## src/rtl/rcfl_pkg.sv

```systemverilog
// Shared types, constants and register codes of the frame link and arming controller.
`timescale 1ns / 1ps

package rcfl_pkg;

    // Payload buffering
    localparam int PAYLOAD_BYTES = 32;
    localparam int FRAME_LEN     = 17;
    localparam int SUM_LEN       = 13;
    localparam int CNT_W         = $clog2(PAYLOAD_BYTES + 1);
    localparam int IDX_W         = $clog2(FRAME_LEN);
    localparam int SUM_W         = 12;

    // Input command codes
    localparam logic CMD_BYTE = 1'b0;
    localparam logic CMD_EVAL = 1'b1;

    // Configuration register indexes
    localparam int CFG_IDX_W = 3;
    localparam logic [CFG_IDX_W-1:0] CFG_FRAME_HEADER   = 3'd0;
    localparam logic [CFG_IDX_W-1:0] CFG_MAX_RETRIES    = 3'd1;
    localparam logic [CFG_IDX_W-1:0] CFG_ARM_HIGH_LEVEL = 3'd2;
    localparam logic [CFG_IDX_W-1:0] CFG_ARM_LOW_LEVEL  = 3'd3;
    localparam logic [CFG_IDX_W-1:0] CFG_HOLD_MS        = 3'd4;
    localparam int CFG_DATA_W = 24;

    // Register reset values
    localparam logic [23:0] FRAME_HEADER_RST   = 24'd0;
    localparam logic [7:0]  MAX_RETRIES_RST    = 8'd3;
    localparam logic [15:0] ARM_HIGH_LEVEL_RST = 16'd900;
    localparam logic [15:0] ARM_LOW_LEVEL_RST  = 16'd100;
    localparam logic [15:0] HOLD_MS_RST        = 16'd1000;

    // Fix-height request value that toggles the mode
    localparam logic [7:0] HEIGHT_TOGGLE = 8'd1;

    typedef enum logic [1:0] {
        MODE_IDLE   = 2'd0,
        MODE_NORMAL = 2'd1,
        MODE_HOLD   = 2'd2,
        MODE_FAIL   = 2'd3
    } mode_t;

    typedef enum logic [2:0] {
        ARM_FREE      = 3'd0,
        ARM_HIGH      = 3'd1,
        ARM_LEFT_HIGH = 3'd2,
        ARM_LOW       = 3'd3,
        ARM_UNLOCKED  = 3'd4
    } arm_t;

    // Decoded frame from the payload buffer
    typedef struct packed {
        logic        ok;
        logic [15:0] throttle;
        logic [15:0] yaw;
        logic [15:0] pitch;
        logic [15:0] roll;
        logic [7:0]  shutdown;
        logic [7:0]  height;
    } frame_t;

    // Settings used by the link and mode controller
    typedef struct packed {
        logic [7:0]  max_retries;
        logic [15:0] arm_high_level;
        logic [15:0] arm_low_level;
        logic [15:0] hold_ms;
    } ctrl_cfg_t;

    // Controller state after an evaluation
    typedef struct packed {
        logic [15:0] throttle;
        logic [15:0] yaw;
        logic [15:0] pitch;
        logic [15:0] roll;
        logic [7:0]  shutdown;
        logic        link_up;
        mode_t       flight_mode;
        arm_t        arm_phase;
    } status_t;

endpackage

```

## src/rtl/rc_frame_link_arm_controller.sv

```systemverilog
// Top level: stream ports, configuration registers, input and result registers.
`timescale 1ns / 1ps

// Radio frame checker, link monitor and arming / flight-mode controller.
// Input stream: s_axis_tuser is the command (0 payload byte, 1 end of attempt);
// s_axis_tdata carries the payload byte and the millisecond tick. Payload
// bytes produce no result; every end-of-attempt transfer produces exactly one
// result transfer on the m_axis side with the frame verdict in m_axis_tuser
// and the latched channels, link, mode and arming phase in m_axis_tdata.
// Throughput: one input transfer per cycle, bytes and evaluations alike, while
// the result stream does not stall; the checksum is accumulated as bytes
// arrive so the evaluation is a single pass. An end-of-attempt transfer is
// captured in the input register, which feeds the evaluation logic that loads
// the result register driving m_axis.
// When the receiver stalls, the result register holds; payload bytes keep
// flowing and a further end-of-attempt waits in the input register, which
// in turn stalls s_axis_tready.
// Configuration writes on cfg_* are always accepted (cfg_ready high) and
// must be issued only while the block is idle.
// Reset (aresetn low, synchronous) empties the buffer and both registers,
// drops the link, sets mode idle, arming free and registers to defaults.
module rc_frame_link_arm_controller (
    input  logic        aclk,
    input  logic        aresetn,
    // Configuration write channel
    input  logic        cfg_valid,
    output logic        cfg_ready,
    input  logic [2:0]  cfg_index,
    input  logic [23:0] cfg_data,
    // Input stream
    input  logic        s_axis_tvalid,
    output logic        s_axis_tready,
    input  logic [39:0] s_axis_tdata,   // data_byte[7:0], now_ms[39:8]
    input  logic        s_axis_tuser,   // command[0]
    // Result stream
    output logic        m_axis_tvalid,
    input  logic        m_axis_tready,
    output logic [79:0] m_axis_tdata,   // throttle[15:0], yaw[31:16], pitch[47:32],
                                        // roll[63:48], shutdown[71:64], link_up[72],
                                        // flight_mode[74:73], arm_phase[77:75], zero[79:78]
    output logic        m_axis_tuser    // frame_ok[0]
);

    logic [23:0]         frame_header_reg;
    rcfl_pkg::ctrl_cfg_t cfg_reg;

    logic                in_valid_reg;
    logic                in_cmd_reg;
    logic [7:0]          in_byte_reg;
    logic [31:0]         in_now_reg;

    logic                out_valid_reg;
    logic [79:0]         out_data_reg;
    logic                out_ok_reg;

    logic                advance;
    logic                byte_en;
    logic                eval_en;
    rcfl_pkg::frame_t    frame;
    rcfl_pkg::status_t   status_next;

    // Configuration registers
    assign cfg_ready = 1'b1;

    always_ff @(posedge aclk) begin
        if (!aresetn) begin
            frame_header_reg       <= rcfl_pkg::FRAME_HEADER_RST;
            cfg_reg.max_retries    <= rcfl_pkg::MAX_RETRIES_RST;
            cfg_reg.arm_high_level <= rcfl_pkg::ARM_HIGH_LEVEL_RST;
            cfg_reg.arm_low_level  <= rcfl_pkg::ARM_LOW_LEVEL_RST;
            cfg_reg.hold_ms        <= rcfl_pkg::HOLD_MS_RST;
        end else if (cfg_valid && cfg_ready) begin
            unique case (cfg_index)
                rcfl_pkg::CFG_FRAME_HEADER:   frame_header_reg       <= cfg_data;
                rcfl_pkg::CFG_MAX_RETRIES:    cfg_reg.max_retries    <= cfg_data[7:0];
                rcfl_pkg::CFG_ARM_HIGH_LEVEL: cfg_reg.arm_high_level <= cfg_data[15:0];
                rcfl_pkg::CFG_ARM_LOW_LEVEL:  cfg_reg.arm_low_level  <= cfg_data[15:0];
                rcfl_pkg::CFG_HOLD_MS:        cfg_reg.hold_ms        <= cfg_data[15:0];
                default: begin
                end
            endcase
        end
    end

    // Bytes always advance; an evaluation advances when the result register frees
    assign advance = in_valid_reg
                  && (in_cmd_reg == rcfl_pkg::CMD_BYTE || !out_valid_reg || m_axis_tready);
    assign s_axis_tready = !in_valid_reg || advance;
    assign byte_en = advance && (in_cmd_reg == rcfl_pkg::CMD_BYTE);
    assign eval_en = advance && (in_cmd_reg == rcfl_pkg::CMD_EVAL);

    // Input register
    always_ff @(posedge aclk) begin
        if (!aresetn) begin
            in_valid_reg <= 1'b0;
        end else if (s_axis_tvalid && s_axis_tready) begin
            in_valid_reg <= 1'b1;
        end else if (advance) begin
            in_valid_reg <= 1'b0;
        end
    end

    always_ff @(posedge aclk) begin
        if (s_axis_tvalid && s_axis_tready) begin
            in_cmd_reg  <= s_axis_tuser;
            in_byte_reg <= s_axis_tdata[7:0];
            in_now_reg  <= s_axis_tdata[39:8];
        end
    end

    rcfl_frame_buf u_frame_buf (
        .aclk         (aclk),
        .aresetn      (aresetn),
        .byte_en      (byte_en),
        .data_byte    (in_byte_reg),
        .clear        (eval_en),
        .frame_header (frame_header_reg),
        .frame        (frame)
    );

    rcfl_ctrl u_ctrl (
        .aclk        (aclk),
        .aresetn     (aresetn),
        .eval_en     (eval_en),
        .now_ms      (in_now_reg),
        .frame       (frame),
        .cfg         (cfg_reg),
        .status_next (status_next)
    );

    // Result register
    always_ff @(posedge aclk) begin
        if (!aresetn) begin
            out_valid_reg <= 1'b0;
        end else if (eval_en) begin
            out_valid_reg <= 1'b1;
        end else if (m_axis_tready) begin
            out_valid_reg <= 1'b0;
        end
    end

    always_ff @(posedge aclk) begin
        if (eval_en) begin
            out_ok_reg   <= frame.ok;
            out_data_reg <= {2'b00,
                             status_next.arm_phase,
                             status_next.flight_mode,
                             status_next.link_up,
                             status_next.shutdown,
                             status_next.roll,
                             status_next.pitch,
                             status_next.yaw,
                             status_next.throttle};
        end
    end

    assign m_axis_tvalid = out_valid_reg;
    assign m_axis_tdata  = out_data_reg;
    assign m_axis_tuser  = out_ok_reg;

    a_eval_slot: assert property (@(posedge aclk) disable iff (!aresetn)
        out_valid_reg && !m_axis_tready |-> !eval_en)
        else $error("evaluation overwrote a pending result");

    a_result_follows: assert property (@(posedge aclk) disable iff (!aresetn)
        eval_en |=> out_valid_reg)
        else $error("evaluation produced no result");

    a_byte_never_stalls: assert property (@(posedge aclk) disable iff (!aresetn)
        in_valid_reg && in_cmd_reg == rcfl_pkg::CMD_BYTE |-> advance)
        else $error("payload byte held in the input register");

endmodule

```

## src/rtl/rcfl_frame_buf.sv

```systemverilog
// Payload byte buffer with running checksum and frame check.
`timescale 1ns / 1ps

module rcfl_frame_buf (
    input  logic                 aclk,
    input  logic                 aresetn,
    input  logic                 byte_en,
    input  logic [7:0]           data_byte,
    input  logic                 clear,
    input  logic [23:0]          frame_header,
    output rcfl_pkg::frame_t     frame
);

    logic [7:0]                 bytes_reg [rcfl_pkg::FRAME_LEN];
    logic [rcfl_pkg::CNT_W-1:0] cnt_reg;
    logic [rcfl_pkg::SUM_W-1:0] sum_reg;
    logic [rcfl_pkg::IDX_W-1:0] idx;
    logic                       in_frame;
    logic                       in_sum;
    logic                       room;

    assign idx      = cnt_reg[rcfl_pkg::IDX_W-1:0];
    assign room     = cnt_reg < rcfl_pkg::CNT_W'(rcfl_pkg::PAYLOAD_BYTES);
    assign in_frame = cnt_reg < rcfl_pkg::CNT_W'(rcfl_pkg::FRAME_LEN);
    assign in_sum   = cnt_reg < rcfl_pkg::CNT_W'(rcfl_pkg::SUM_LEN);

    // Store bytes by position; clear the whole frame at the end of an attempt
    always_ff @(posedge aclk) begin
        for (int i = 0; i < rcfl_pkg::FRAME_LEN; i++) begin
            if (!aresetn || clear) begin
                bytes_reg[i] <= 8'd0;
            end else if (byte_en && in_frame && idx == rcfl_pkg::IDX_W'(i)) begin
                bytes_reg[i] <= data_byte;
            end
        end
    end

    // Count bytes and keep the running sum of the checksummed bytes
    always_ff @(posedge aclk) begin
        if (!aresetn || clear) begin
            cnt_reg <= '0;
            sum_reg <= '0;
        end else if (byte_en && room) begin
            cnt_reg <= cnt_reg + 1'b1;
            if (in_sum) begin
                sum_reg <= sum_reg + rcfl_pkg::SUM_W'(data_byte);
            end
        end
    end

    // Header, zero-byte and checksum compare, and channel decode; the sum fits in the two low bytes of the word
    always_comb begin
        frame.ok = (bytes_reg[0] != 8'd0)
                && (bytes_reg[0] == frame_header[23:16])
                && (bytes_reg[1] == frame_header[15:8])
                && (bytes_reg[2] == frame_header[7:0])
                && (bytes_reg[13] == 8'd0)
                && (bytes_reg[14] == 8'd0)
                && ({bytes_reg[15], bytes_reg[16]} == 16'(sum_reg));
        frame.throttle = {bytes_reg[3], bytes_reg[4]};
        frame.yaw      = {bytes_reg[5], bytes_reg[6]};
        frame.pitch    = {bytes_reg[7], bytes_reg[8]};
        frame.roll     = {bytes_reg[9], bytes_reg[10]};
        frame.shutdown = bytes_reg[11];
        frame.height   = bytes_reg[12];
    end

    a_cnt_bound: assert property (@(posedge aclk) disable iff (!aresetn)
        cnt_reg <= rcfl_pkg::CNT_W'(rcfl_pkg::PAYLOAD_BYTES))
        else $error("byte count beyond payload size");

    a_clear_empties: assert property (@(posedge aclk) disable iff (!aresetn)
        clear |=> (cnt_reg == '0) && (sum_reg == '0) && !frame.ok)
        else $error("buffer not empty after attempt end");

    a_sum_frozen: assert property (@(posedge aclk) disable iff (!aresetn)
        !clear && !in_sum |=> $stable(sum_reg))
        else $error("checksum moved past the summed bytes");

endmodule

```

## src/rtl/rcfl_ctrl.sv

```systemverilog
// Channel latch, link retry counter, arming sequence and flight-mode machine.
`timescale 1ns / 1ps

module rcfl_ctrl (
    input  logic                aclk,
    input  logic                aresetn,
    input  logic                eval_en,
    input  logic [31:0]         now_ms,
    input  rcfl_pkg::frame_t    frame,
    input  rcfl_pkg::ctrl_cfg_t cfg,
    output rcfl_pkg::status_t   status_next
);

    logic [15:0]     throttle_reg, yaw_reg, pitch_reg, roll_reg;
    logic [15:0]     throttle_next, yaw_next, pitch_next, roll_next;
    logic [7:0]      shutdown_reg, shutdown_next;
    logic [7:0]      height_reg, height_next;
    logic            link_reg, link_next;
    logic [7:0]      fail_reg, fail_next;
    logic [7:0]      fail_inc;
    rcfl_pkg::mode_t mode_reg, mode_next;
    rcfl_pkg::arm_t  arm_reg, arm_next, arm_step;
    logic [31:0]     high_start_reg, high_start_next;
    logic [31:0]     low_start_reg, low_start_next;
    logic [31:0]     high_elapsed, low_elapsed;

    assign fail_inc     = fail_reg + 8'd1;
    assign high_elapsed = now_ms - high_start_reg;
    assign low_elapsed  = now_ms - low_start_reg;

    // Latch the frame and count failed attempts
    always_comb begin
        throttle_next = throttle_reg;
        yaw_next      = yaw_reg;
        pitch_next    = pitch_reg;
        roll_next     = roll_reg;
        shutdown_next = shutdown_reg;
        height_next   = height_reg;
        link_next     = link_reg;
        fail_next     = fail_reg;
        if (frame.ok) begin
            throttle_next = frame.throttle;
            yaw_next      = frame.yaw;
            pitch_next    = frame.pitch;
            roll_next     = frame.roll;
            shutdown_next = frame.shutdown;
            height_next   = frame.height;
            link_next     = 1'b1;
            fail_next     = 8'd0;
        end else if (fail_inc >= cfg.max_retries) begin
            link_next = 1'b0;
            fail_next = 8'd0;
        end else begin
            fail_next = fail_inc;
        end
    end

    // Arming step on the freshly latched throttle
    always_comb begin
        arm_step        = arm_reg;
        high_start_next = high_start_reg;
        low_start_next  = low_start_reg;
        unique case (arm_reg)
            rcfl_pkg::ARM_FREE: begin
                if (throttle_next >= cfg.arm_high_level) begin
                    arm_step        = rcfl_pkg::ARM_HIGH;
                    high_start_next = now_ms;
                end
            end
            rcfl_pkg::ARM_HIGH: begin
                if (throttle_next < cfg.arm_high_level) begin
                    arm_step = (high_elapsed >= 32'(cfg.hold_ms))
                             ? rcfl_pkg::ARM_LEFT_HIGH : rcfl_pkg::ARM_FREE;
                end
            end
            rcfl_pkg::ARM_LEFT_HIGH: begin
                if (throttle_next <= cfg.arm_low_level) begin
                    arm_step       = rcfl_pkg::ARM_LOW;
                    low_start_next = now_ms;
                end
            end
            rcfl_pkg::ARM_LOW: begin
                if (low_elapsed <= 32'(cfg.hold_ms)) begin
                    arm_step = (throttle_next > cfg.arm_low_level)
                             ? rcfl_pkg::ARM_FREE : rcfl_pkg::ARM_UNLOCKED;
                end
            end
            default: begin
                arm_step = arm_reg;
            end
        endcase
    end

    // Flight-mode machine
    always_comb begin
        mode_next = mode_reg;
        arm_next  = arm_reg;
        unique case (mode_reg)
            rcfl_pkg::MODE_IDLE: begin
                arm_next = arm_step;
                if (arm_step == rcfl_pkg::ARM_UNLOCKED) begin
                    mode_next = rcfl_pkg::MODE_NORMAL;
                    arm_next  = rcfl_pkg::ARM_FREE;
                end
            end
            rcfl_pkg::MODE_NORMAL, rcfl_pkg::MODE_HOLD: begin
                if (height_next == rcfl_pkg::HEIGHT_TOGGLE) begin
                    mode_next = (mode_reg == rcfl_pkg::MODE_NORMAL)
                              ? rcfl_pkg::MODE_HOLD : rcfl_pkg::MODE_NORMAL;
                end
                if (!link_next) begin
                    mode_next = rcfl_pkg::MODE_FAIL;
                end
            end
            default: begin
                mode_next = rcfl_pkg::MODE_IDLE;
            end
        endcase
    end

    // Commit the new state on each evaluation
    always_ff @(posedge aclk) begin
        if (!aresetn) begin
            throttle_reg   <= '0;
            yaw_reg        <= '0;
            pitch_reg      <= '0;
            roll_reg       <= '0;
            shutdown_reg   <= '0;
            height_reg     <= '0;
            link_reg       <= 1'b0;
            fail_reg       <= '0;
            mode_reg       <= rcfl_pkg::MODE_IDLE;
            arm_reg        <= rcfl_pkg::ARM_FREE;
            high_start_reg <= '0;
            low_start_reg  <= '0;
        end else if (eval_en) begin
            throttle_reg   <= throttle_next;
            yaw_reg        <= yaw_next;
            pitch_reg      <= pitch_next;
            roll_reg       <= roll_next;
            shutdown_reg   <= shutdown_next;
            link_reg       <= link_next;
            fail_reg       <= fail_next;
            mode_reg       <= mode_next;
            arm_reg        <= arm_next;
            if (mode_reg == rcfl_pkg::MODE_IDLE) begin
                high_start_reg <= high_start_next;
                low_start_reg  <= low_start_next;
            end
            // Consume the fix-height request once it has toggled the mode
            if ((mode_reg == rcfl_pkg::MODE_NORMAL || mode_reg == rcfl_pkg::MODE_HOLD)
                && height_next == rcfl_pkg::HEIGHT_TOGGLE) begin
                height_reg <= 8'd0;
            end else begin
                height_reg <= height_next;
            end
        end
    end

    always_comb begin
        status_next.throttle    = throttle_next;
        status_next.yaw         = yaw_next;
        status_next.pitch       = pitch_next;
        status_next.roll        = roll_next;
        status_next.shutdown    = shutdown_next;
        status_next.link_up     = link_next;
        status_next.flight_mode = mode_next;
        status_next.arm_phase   = arm_next;
    end

    a_unlock_transient: assert property (@(posedge aclk) disable iff (!aresetn)
        arm_reg != rcfl_pkg::ARM_UNLOCKED)
        else $error("unlocked arming phase was stored");

    a_ok_links: assert property (@(posedge aclk) disable iff (!aresetn)
        eval_en && frame.ok |=> link_reg && (fail_reg == 8'd0))
        else $error("valid frame did not bring the link up");

    a_fail_to_idle: assert property (@(posedge aclk) disable iff (!aresetn)
        eval_en && mode_reg == rcfl_pkg::MODE_FAIL |=> mode_reg == rcfl_pkg::MODE_IDLE)
        else $error("fail mode did not return to idle");

    a_state_holds: assert property (@(posedge aclk) disable iff (!aresetn)
        !eval_en |=> $stable(mode_reg) && $stable(arm_reg) && $stable(link_reg))
        else $error("state changed without an evaluation");

endmodule
```

## config.mk

```make
export PLATFORM = sky130hd
export DESIGN_NAME = rc_frame_link_arm_controller
export DESIGN_NICKNAME = d
export VERILOG_FILES = /design/src/rtl/rcfl_pkg.sv /design/src/rtl/rc_frame_link_arm_controller.sv /design/src/rtl/rcfl_frame_buf.sv /design/src/rtl/rcfl_ctrl.sv
export SDC_FILE = /design/constraint.sdc
export NUM_CORES = 1
export LEC_CHECK = 0
export BUFFER_PORTS_ARGS = -buffer_cell sky130_fd_sc_hd__buf_2
export CORE_UTILIZATION = 41
export CTS_CLUSTER_SIZE = 30
export DETAILED_ROUTE_END_ITERATION = 8
export HOLD_SLACK_MARGIN = 0.15
export PLACE_DENSITY = 0.66
export SYNTH_ARGS = -nofsm -noshare
export SYNTH_HDL_FRONTEND = slang
export SYNTH_SLANG_ARGS = --single-unit
```

## constraint.sdc

```tcl
create_clock -name aclk -period 15.2 [get_ports aclk]
set_input_delay 1.52 -clock aclk [delete_from_list [all_inputs] [get_ports aclk]]
set_output_delay 1.52 -clock aclk [all_outputs]
set_load 0.01 [all_outputs]
```

Word level (Yosys, flattened, before mapping)

Memories as Yosys holds them, arrays and structs flattened.
Index checks and enable logic that the tools add are counted.

Bits in registers: 378
Bits in writable memories: 136
Input bits: 73
Output and inout port bits: 84
Word-level logic and storage cells: 246
Memories kept: 1

$add $sub $neg: 5
Magnitude comparators: 10
Equal/unequal tests: 31
Mux-type cells: 99
Bitwise gates (word level): 18
Reductions and logical operators: 56

Memory list:

| name                  | depth | bits a word | rd ports | clocked after memory_dff | wr ports | line                 | source |
|---|---|---|---|---|---|---|---|
| u_frame_buf.bytes_reg | 17    | 8           | 17       | 0                        | 17       | rcfl_frame_buf.sv:14 | `logic [7:0] bytes_reg [rcfl_pkg::FRAME_LEN];` |

Operators by type and width:

| cell                                                                   | number |
|---|---|
| 8-bit two-way mux                                                      | 22 |
| 16-bit two-way mux                                                     | 4 |
| 32-bit subtractor                                                      | 2 |
| 1-bit two-way mux                                                      | 59 |
| 5-bit by 4-bit equality test with 1-bit output (second input constant) | 8 |
| 32-bit by 16-bit >= comparator with 1-bit output                       | 1 |
| 32-bit by 16-bit <= comparator with 1-bit output                       | 1 |
| 1-bit logical AND                                                      | 30 |
| 8-bit equality test                                                    | 3 |
| 3-bit two-way mux                                                      | 7 |
| 5-bit by 3-bit equality test with 1-bit output (second input constant) | 4 |
| 1-bit bitwise OR                                                       | 17 |
| 16-bit by 12-bit equality test with 1-bit output                       | 1 |
| 16-bit >= comparator                                                   | 1 |
| 16-bit > comparator                                                    | 1 |
| 16-bit <= comparator                                                   | 1 |
| 8-bit zero test                                                        | 2 |
| 16-bit < comparator                                                    | 1 |
| 12-bit by 8-bit adder with 12-bit output                               | 1 |
| 3-bit by 2-bit equality test with 1-bit output (second input constant) | 4 |
| 3-bit case mux with 4 select lines                                     | 1 |
| 2-bit AND reduction                                                    | 6 |
| 5-bit by 2-bit equality test with 1-bit output (second input constant) | 2 |
| 2-bit two-way mux                                                      | 5 |
| other kinds (24)                                                       | 35 |

Depth between registers and ports, before layout

Gate-level depths: netlist of run 1.
An unclocked memory read counts as a cell.

Depth after elaboration: 16
Mapped depth: 23
Depth with buffers taken out: 23

Cells and area by module

Synthesis of run 1 repeated with hierarchy kept, for this count alone.

Cells, all modules: 2,606
Area, all modules: 26,663.1 µm²

By module, submodules not included:

| module                       | times used | cells each | area each (µm²) | sequential area each (µm²) |
|---|---|---|---|---|
| rcfl_ctrl                    | 1          | 1,639      | 12,834.8        | 3,163.0 |
| rcfl_frame_buf               | 1          | 529        | 6,975.4         | 4,444.3 |
| rc_frame_link_arm_controller | 1          | 438        | 6,852.8         | 5,245.0 |

Worst setup path before layout of run 1

Ideal clock, no wire load.

Path kind: input-to-reg
Start point: in m_axis_tready
End point: reg out_data_reg[0] (netlist: m_axis_tdata[0]), enable pin
Library setup time: 474 ps
Arrival time: 4,676 ps
Data required time: 14,726 ps
Setup slack: 10,050 ps
Cell stages on the path: 6
Buffers on the path: 3
Cell sequence: nor2b_1 -> or2_2 -> clkbuf_1 -> inv_1 -> clkbuf_1 -> clkbuf_1

Word-level cells in the longest chain between the ends: 3

Ends and longest elaborated chain:

| element                | line                                | source |
|---|---|---|
| start: declaration     | rc_frame_link_arm_controller.sv:37  | `input logic m_axis_tready,` |
| 1-bit logical OR       | rc_frame_link_arm_controller.sv:87  | `&& (in_cmd_reg == rcfl_pkg::CMD_BYTE \|\| !out_valid_reg \|\| m_axis_tready);` |
| 1-bit logical AND      | rc_frame_link_arm_controller.sv:87  |  |
| 1-bit logical AND      | rc_frame_link_arm_controller.sv:90  | `assign eval_en = advance && (in_cmd_reg == rcfl_pkg::CMD_EVAL);` |
| named net eval_en      | rc_frame_link_arm_controller.sv:58  | `logic eval_en;` |
| end signal: assignment | rc_frame_link_arm_controller.sv:145 | `out_data_reg <= {2'b00,` |
| end: declaration       | rc_frame_link_arm_controller.sv:53  | `logic [79:0] out_data_reg;` |

The timed path passes the listed nets, and every way through them passes these cells.
A chain may end at the register's enable or synchronous reset.

==> results of run 1 <==
per-stage QoR:
step | power, mW | std cells
after floorplan | 1.70 | 2604
after global placement | 1.79 | 3488
after detailed placement | 1.79 | 3488
after CTS | 3.21 | 3594
after global routing | 3.29 | 3596
final | 3.18 | 3597
layer usage:
layer / vias to the layer above / global-route usage [%] / part of all wire (%)
met1: 9336 / 27.3 / 44
met5: - / 0 / 0.019
li1: 9361 / - / -
met4: 2 / 7.12 / 2.9
met2: 566 / 34.5 / 47
met3: 117 / 3.50 / 6.2
cells by family after synthesis:
kind of cell,count (synthesis)
buffers and inverters,281
adders and majority gates,155
AOI/OAI and AO/OA,515
other,2
muxes,144
DFF,514
and+or+nand+nor,899
xor gates and xnor gates,93
tightest hold or removal path, stage by stage (launching register included):
cell and delay, ns:
dfxtp_1 0.30, nand2_1 0.05, a21oi_1 0.05
power groups by stage:
stage | clock (mW) | sequential (mW) | combinational (mW)
finish | 1.42 | 1.51 | 0.253
detailed placement | 0 | 1.54 | 0.251
floorplan | 0 | 1.54 | 0.165
CTS | 1.45 | 1.51 | 0.252
global route | 1.50 | 1.51 | 0.278
global placement | 0 | 1.54 | 0.246
worst max-delay path by stage:
stage | start | endpoint | slack [ns] | depth (start not counted)
floorplan | m_axis_tready | m_axis_tdata[0]$_DFFE_PP_ | 10.05 | 6
global placement | u_frame_buf.bytes_reg[14][5]$_SDFFCE_PN0P_ | u_ctrl.low_start_reg[10]$_SDFFE_PN0P_ | 8.82 | 17
detailed placement | u_frame_buf.bytes_reg[14][5]$_SDFFCE_PN0P_ | u_ctrl.low_start_reg[3]$_SDFFE_PN0P_ | 8.60 | 17
CTS | u_frame_buf.bytes_reg[14][5]$_SDFFCE_PN0P_ | u_ctrl.low_start_reg[19]$_SDFFE_PN0P_ | 8.55 | 17
global route | u_frame_buf.bytes_reg[14][5]$_SDFFCE_PN0P_ | u_ctrl.low_start_reg[14]$_SDFFE_PN0P_ | 8.06 | 17
finish | u_frame_buf.bytes_reg[14][5]$_SDFFCE_PN0P_ | u_ctrl.low_start_reg[3]$_SDFFE_PN0P_ | 8.60 | 17
final cells by class:
type | instances | share of cell area (%)
Clock buffer | 73 | 5.30
Timing Repair Buffer | 176 | 3.21
Tap cell | 837 | 3.59
Antenna cell | 2 | 0.0172
Multi-Input combinational cell | 1809 | 40.4
Clock inverter | 33 | 1.40
Inverter | 153 | 2.00
Sequential cell | 514 | 44.0
cell usage in the layout, fill, tap and decap left out, types with 6 or more instances in the layout:
cell       Yosys  final
edfxtp_1     256    256
clkbuf_16      0     56
nand2b_1      15     15
and3_1         8      8
a22o_1        17     17
a31oi_1       12     11
buf_2         12    154
o21ai_0       69     68
or3_1          9      8
o211ai_1      28     28
a21o_1        27     27
nor4_1        33     33
and2_1       128    128
inv_1        153    151
o21a_1        28     28
a211oi_1      16     16
clkbuf_1     105      9
clkbuf_8       1      8
ha_1         152    152
bufinv_16      0      6
dfxtp_1      258    258
and4_1         9      9
o31ai_1        9      9
xnor2_1       31     31
nor2b_1       15     15
nand4_1       39     39
buf_4          5     22
mux2_2        74     74
mux2i_1       70     70
nor3_1        31     31
xor2_1        62     62
a21oi_1      243    243
nor2_1       158    158
clkinv_2       0     14
nand3_1       33     33
nand2_1      391    391
a21boi_0       6      6
or2_2          6      6
==> flow_metrics.env, run 1 <==
export IMPL_final_util_pct=47.2
export IMPL_cts_buffer_depth=3
export IMPL_rows=91
export IMPL_synth_top_area_share_pct=29.9
export IMPL_die_h_um=253
export IMPL_min_to="u_ctrl.throttle_reg[6]$_SDFFE_PN0P_"
export IMPL_syn_area_um2=25700
export IMPL_hold_ws_ns=0.450
export IMPL_slew_headroom_pct=17.6
export IMPL_synth_edf_count=256
export IMPL_r2r_start="u_frame_buf.bytes_reg[14][5]$_SDFFCE_PN0P_"
export IMPL_hold_class="register to register"
export IMPL_grt_max_degree=84
export IMPL_post_cts_repair_setup_buffers=0
export IMPL_startpoint_type="register"
export IMPL_place_gp_congestion=0.917
export IMPL_timing_final_crit_share_pct=43.4
export IMPL_drv_slew=0
export IMPL_pwr_share_seq_pct=47.5
export IMPL_die_area_um2=63800
export IMPL_fmax_ghz=0.152
export IMPL_dp_hpwl_um=47200
export IMPL_clk_pin_slew_ns=0.06
export IMPL_ys_flop_type="dfxtp_1"
export IMPL_cp_arrival_ns=7.07
export IMPL_cts_root_buf="clkbuf_16"
export IMPL_yosys_area_share_adder_pct=7.62
export IMPL_antenna_found_initial=6
export IMPL_power_internal_mw=2.40
export IMPL_ys_top_cells_by_count="391 x nand2_1, 258 x dfxtp_1, 256 x edfxtp_1"
export IMPL_drive_gt1_share_pct=13.6
export IMPL_path_max_fanout=41
export IMPL_hold_depth=2
export IMPL_ctsResizeCount=0
export IMPL_vdd_drop_max_v=0.0000883
export IMPL_seq_area_frac_synth_pct=50.0
export IMPL_grt_pass1_wl_um=104000
export IMPL_r2r_end="u_ctrl.low_start_reg[3]$_SDFFE_PN0P_"
export IMPL_power_switching_mw=0.780
export IMPL_r2r_slack_ns=8.60
export IMPL_drv_cap=0
export IMPL_core_um2=61800
export IMPL_via_per_inst=5.39
export IMPL_timing_final_ws_setup_ns=8.60
export IMPL_post_place_ws_ns=8.60
export IMPL_dr_total_vias=19400
export IMPL_placed_cell_area_um2=27200
export IMPL_avgSynthCellArea_um2=9.88
export IMPL_synthArstFlopShare_pct=0
export IMPL_finalSetupViolCount=0
export IMPL_p_leak_nw=11.4
export IMPL_numCtsBuffers=56
export IMPL_outcome="completed"
export IMPL_critPathSlowestCell="or3_2"
export IMPL_clk_latency_ns=0.66
export IMPL_io_buffers=153
export IMPL_cts_max_level=2
export IMPL_synthSimpleGateAreaFrac_pct=16.6
export IMPL_fin_skew_ns=0.0595
export IMPL_yosys_warnings=0
export IMPL_drcViolationCount=0
export IMPL_slowest_delay_ns=0.95
export IMPL_comb_power_share_pct=8.0
export IMPL_track_usage_pct=20.8
export IMPL_postCtsHoldBufs=0
export IMPL_drt_iter0_drc=1282
export IMPL_finalHoldViolCount=0
export IMPL_synth_top_cell_by_area="edfxtp_1"
export IMPL_drtAntennaViolNets=0
export IMPL_required_ns=15.68
export IMPL_path_delay_family="simple AND/OR/NAND/NOR gates"
export IMPL_synth_area_top_cells="edfxtp_1 30%, dfxtp_1 20%, ha_1 7.4%, nand2_1 5.7%, a21oi_1 4.7%"
export IMPL_wl_per_cell_um=18.7
export IMPL_cp_num_buf_inv=2
export IMPL_synth_seq_cells=514
export IMPL_min_period_ns=6.60
export IMPL_synth_compound_area_share_pct=12.4
export IMPL_io_pins=157
export IMPL_pwr_share_clk_pct=44.5
export IMPL_setup_worst_path_class="register to register"
export IMPL_die_w_um=253
export IMPL_powerDensity_nw_per_um2=109
export IMPL_gr_total_overflow=0
export IMPL_crit_path_end_kind="register"
export IMPL_rsz0062_at_grt="no"
export IMPL_cts_tree="yes"
export IMPL_tightest_slew_ns=1.22
export IMPL_syn_inst=2603
export IMPL_nNetsFinal=2938
export IMPL_hold_start="u_ctrl.throttle_reg[6]$_SDFFE_PN0P_"
export IMPL_reg2reg_depth=17
export IMPL_num_fill_cells=5725
export IMPL_synth_cell_types=83
export IMPL_synth_top_family_by_area="simple AND/OR/NAND/NOR gates"
export IMPL_dr_pass1_iters=7
export IMPL_yosysMostFrequentCell="nand2_1"
export IMPL_clkSinkCount=514
export IMPL_largest_register_ffs=136
export IMPL_swShare_pct=24.5
export IMPL_final_seq_area_um2=12900
export IMPL_area_growth_pct=13.4
export IMPL_grt_pass1_vias=18700
export IMPL_start_util_pct=41.6
export IMPL_synthMuxAreaShare_pct=5.96
export IMPL_final_cell_area_um2=29200
export IMPL_synth_xor_area_share_pct=3.17
export IMPL_crit_chain="or4_1 > nor4_1 > nand4_1 > nor4_4 > buf_4 > buf_4 > mux2_2 > ha_1 > nand2_1 > nor2_1 > nand3_1 > o221ai_1 > a211oi_1 > a211oi_1 > or3_2 > mux2i_1 > nor2_1"
export IMPL_wirelength_um=67100
export IMPL_finalSetupTns_ns=0
export IMPL_multi_input_area_um2=11800
(Power assumes the default switching activity.)
==> run 2: changes to the inputs <==
- ABC_AREA: default -> 1
- PLACE_DENSITY: 0.66 -> 0.65
- clock period: 15.2 -> 6.9 ns (I/O delays scaled with it)
==> run 2 against run 1 <==
Net effect:
- count of clock-buffer cells in the layout down 1
- routed wire length grew 1.4%
- critical path depth increased by 1
- area after synthesis up 4.4%
- sequential share of layout area shrank 1.8 points
- clock power rose by 130%
- non-clock buffer count decreased by 11
- hold slack got worse by 0.24 ns
- maximum frequency up 24%
- register-to-register slack worse by 7.0 ns
- power is 130% higher
- first-iteration DRC count up 8.2%
- critical endpoint is now u_ctrl.low_start_reg[13]$_SDFFE_PN0P_
- largest power group unchanged
==> flow_metrics.env, run 2 <==
export IMPL_num_fill_cells=6315
export IMPL_crit_path_end_kind="register"
export IMPL_tightest_slew_ns=1.21
export IMPL_drive_gt1_share_pct=8.26
export IMPL_drv_cap=0
export IMPL_cts_max_level=2
export IMPL_crit_chain="inv_1 > nor2_1 > nor4_1 > nand4_1 > nor2_2 > nand2_2 > clkinv_2 > buf_4 > nand2_1 > nand2_1 > ha_1 > a21oi_1 > o21a_1 > o211ai_1 > nand2_1 > nand3_2 > o21ai_0 > a21oi_1"
export IMPL_slowest_delay_ns=0.83
export IMPL_ys_flop_type="dfxtp_1"
export IMPL_power_mw=7.24
export IMPL_postCtsHoldBufs=0
export IMPL_syn_inst=3382
export IMPL_yosysMostFrequentCell="nand2_1"
export IMPL_die_h_um=258
export IMPL_synth_area_top_cells="edfxtp_1 29%, dfxtp_1 19%, nand2_1 11%, inv_1 7.4%, ha_1 7.1%"
export IMPL_rows=93
export IMPL_slew_headroom_pct=18.1
export IMPL_clk_pin_slew_ns=0.07
export IMPL_synth_seq_cells=514
export IMPL_outcome="completed"
export IMPL_die_w_um=258
export IMPL_wirelength_um=68100
export IMPL_path_delay_family="simple AND/OR/NAND/NOR gates"
export IMPL_dp_hpwl_um=49400
export IMPL_comb_power_share_pct=9.4
export IMPL_dr_pass1_iters=8
export IMPL_instances_no_fill=4414
export IMPL_dr_total_vias=21700
export IMPL_synth_top_cell_by_area="edfxtp_1"
export IMPL_powerDensity_nw_per_um2=238
export IMPL_grt_pass1_vias=20100
export IMPL_timing_final_ws_setup_ns=1.60
export IMPL_r2r_start="u_frame_buf.bytes_reg[0][2]$_SDFFCE_PN0P_"
export IMPL_rsz0062_at_grt="no"
export IMPL_critPathSlowestCell="nand3_2"
export IMPL_die_area_um2=66500
export IMPL_drv_slew=0
export IMPL_finalSetupViolCount=0
export IMPL_wl_per_cell_um=15.4
export IMPL_cts_buffer_depth=3
export IMPL_nNetsFinal=3740
export IMPL_required_ns=7.36
export IMPL_vdd_drop_max_v=0.000219
export IMPL_start_util_pct=41.6
export IMPL_numCtsBuffers=55
export IMPL_final_cell_mix="787 x nand2_1, 530 x inv_1, 416 x nor2_1"
export IMPL_yosys_warnings=0
export IMPL_place_inst=4310
export IMPL_area_growth_pct=13.3
export IMPL_p_leak_nw=14.1
export IMPL_hold_class="input port to register"
export IMPL_core_um2=64600
export IMPL_synth_top_area_share_pct=28.6
export IMPL_critPathLaunch="u_frame_buf.bytes_reg[0][2]$_SDFFCE_PN0P_"
export IMPL_synthArstFlopShare_pct=0
export IMPL_clkSinkCount=514
export IMPL_largest_register_ffs=136
export IMPL_place_gp_congestion=0.928
export IMPL_finalHoldViolCount=0
export IMPL_grt_max_degree=94
export IMPL_avgSynthCellArea_um2=7.94
export IMPL_drcViolationCount=0
export IMPL_io_buffers=153
export IMPL_swShare_pct=25.1
export IMPL_gr_total_overflow=0
export IMPL_power_switching_mw=1.82
export IMPL_via_per_inst=4.92
export IMPL_post_place_ws_ns=1.60
export IMPL_synth_edf_count=256
export IMPL_synth_cell_types=51
export IMPL_drtAntennaViolNets=0
export IMPL_layout_commonest_cell="nand2_1"
export IMPL_io_pins=157
export IMPL_track_usage_pct=20.3
export IMPL_pwr_share_seq_pct=46.2
export IMPL_ys_top_cells_by_count="787 x nand2_1, 531 x inv_1, 417 x nor2_1"
export IMPL_antenna_cells=0
export IMPL_path_max_fanout=64
export IMPL_grt_pass1_wl_um=107000
export IMPL_cts_tree="yes"
export IMPL_drt_iter0_drc=1387
export IMPL_antenna_found_initial=2
export IMPL_ctsResizeCount=0
export IMPL_cts_root_buf="clkbuf_16"
export IMPL_hold_start="s_axis_tuser"
export IMPL_syn_area_um2=26900
export IMPL_timing_final_crit_share_pct=76.9
export IMPL_seq_area_frac_synth_pct=47.8
export IMPL_fmax_ghz=0.189
export IMPL_cp_num_buf_inv=3
export IMPL_startpoint_type="register"
export IMPL_finalSetupTns_ns=0
export IMPL_hold_ws_ns=0.211
export IMPL_post_cts_repair_setup_buffers=0
export IMPL_pwr_share_clk_pct=44.4
export IMPL_power_internal_mw=5.42
export IMPL_cp_arrival_ns=5.76
export IMPL_min_period_ns=5.30
export IMPL_clk_latency_ns=0.66
export IMPL_fin_skew_ns=0.0496
export IMPL_setup_worst_path_class="register to register"
export IMPL_crit_path_frequent_cell="nand2_1"
[run 2: cell families (layout without fill, tap and decap cells)]
family                   after synthesis  in the layout  synth area share (%)
flip-flops                           514            514                  47.8
buffers and inverters                639            815                  9.06
AND/OR/NAND/NOR                     1452           1452                  22.1
adder cells (fa/ha/maj)              155            155                  7.30
AO/OA/AOI/OAI                        561            561                  11.7
XOR/XNOR                              59             59                  1.95
other                                  2              3                0.0280
[run 2: path summary, 6_finish.rpt]
kind                                            to  slack [ns]  cells past startpoint
min reg2reg  u_ctrl.high_start_reg[0]$_SDFFE_PN0P_        0.45                      2
max reg2reg  u_ctrl.low_start_reg[13]$_SDFFE_PN0P_        1.60                     18
max          u_ctrl.low_start_reg[13]$_SDFFE_PN0P_        1.60                     18
min                           in_cmd_reg$_DFFE_PP_        0.21                      1
[run 2: layout make-up]
cell class	instances	area [µm²]	share of cell area (%)
multi-input cells	2230	11600	38.1
clock buffers	72	1480	4.87
well taps	855	1070	3.52
repair buffers	165	858	2.82
clock inverters	32	515	1.69
flip-flops and latches	514	12900	42.2
inverters	546	2050	6.74
[run 2: per-layer routing]
metal | share of wire (%) | track usage, % | vias up | routed length [µm]
met5 | 0.034 | 0 | - | 23
met4 | 3.2 | 6.71 | 4 | 2150
met3 | 4.6 | 2.73 | 136 | 3130
met2 | 47 | 34.7 | 458 | 32300
met1 | 45 | 26.2 | 9956 | 30500
li1 | - | - | 11200 | -
[run 2: power by group through the flow]
stage | combinational, mW | clock [mW] | sequential [mW]
after floorplan | 0.465 | 0 | 3.40
after global placement | 0.666 | 0 | 3.41
after detailed placement | 0.672 | 0 | 3.41
after CTS | 0.676 | 3.27 | 3.35
after global routing | 0.771 | 3.39 | 3.35
final | 0.678 | 3.21 | 3.35
[run 2: worst register-to-register path: stages (launching register included)]
cell,delay [ns]
edfxtp_1,0.45
inv_1,0.12
nor2_1,0.05
nor4_1,0.26
nand4_1,0.18
nor2_2,0.24
nand2_2,0.29
clkinv_2,0.46
buf_4,0.52
nand2_1,0.10
nand2_1,0.17
ha_1,0.28
a21oi_1,0.14
o21a_1,0.14
o211ai_1,0.09
nand2_1,0.22
nand3_2,0.83
o21ai_0,0.53
a21oi_1,0.08
[run 2: per-stage QoR]
step / utilization [%] / instance area (µm²)
final: 47.1 / 30400
after floorplan: - / 26900
after CTS: 47.1 / 30400
after global routing: 47.1 / 30400
after global placement: 44.0 / 28400
after detailed placement: 44.0 / 28400
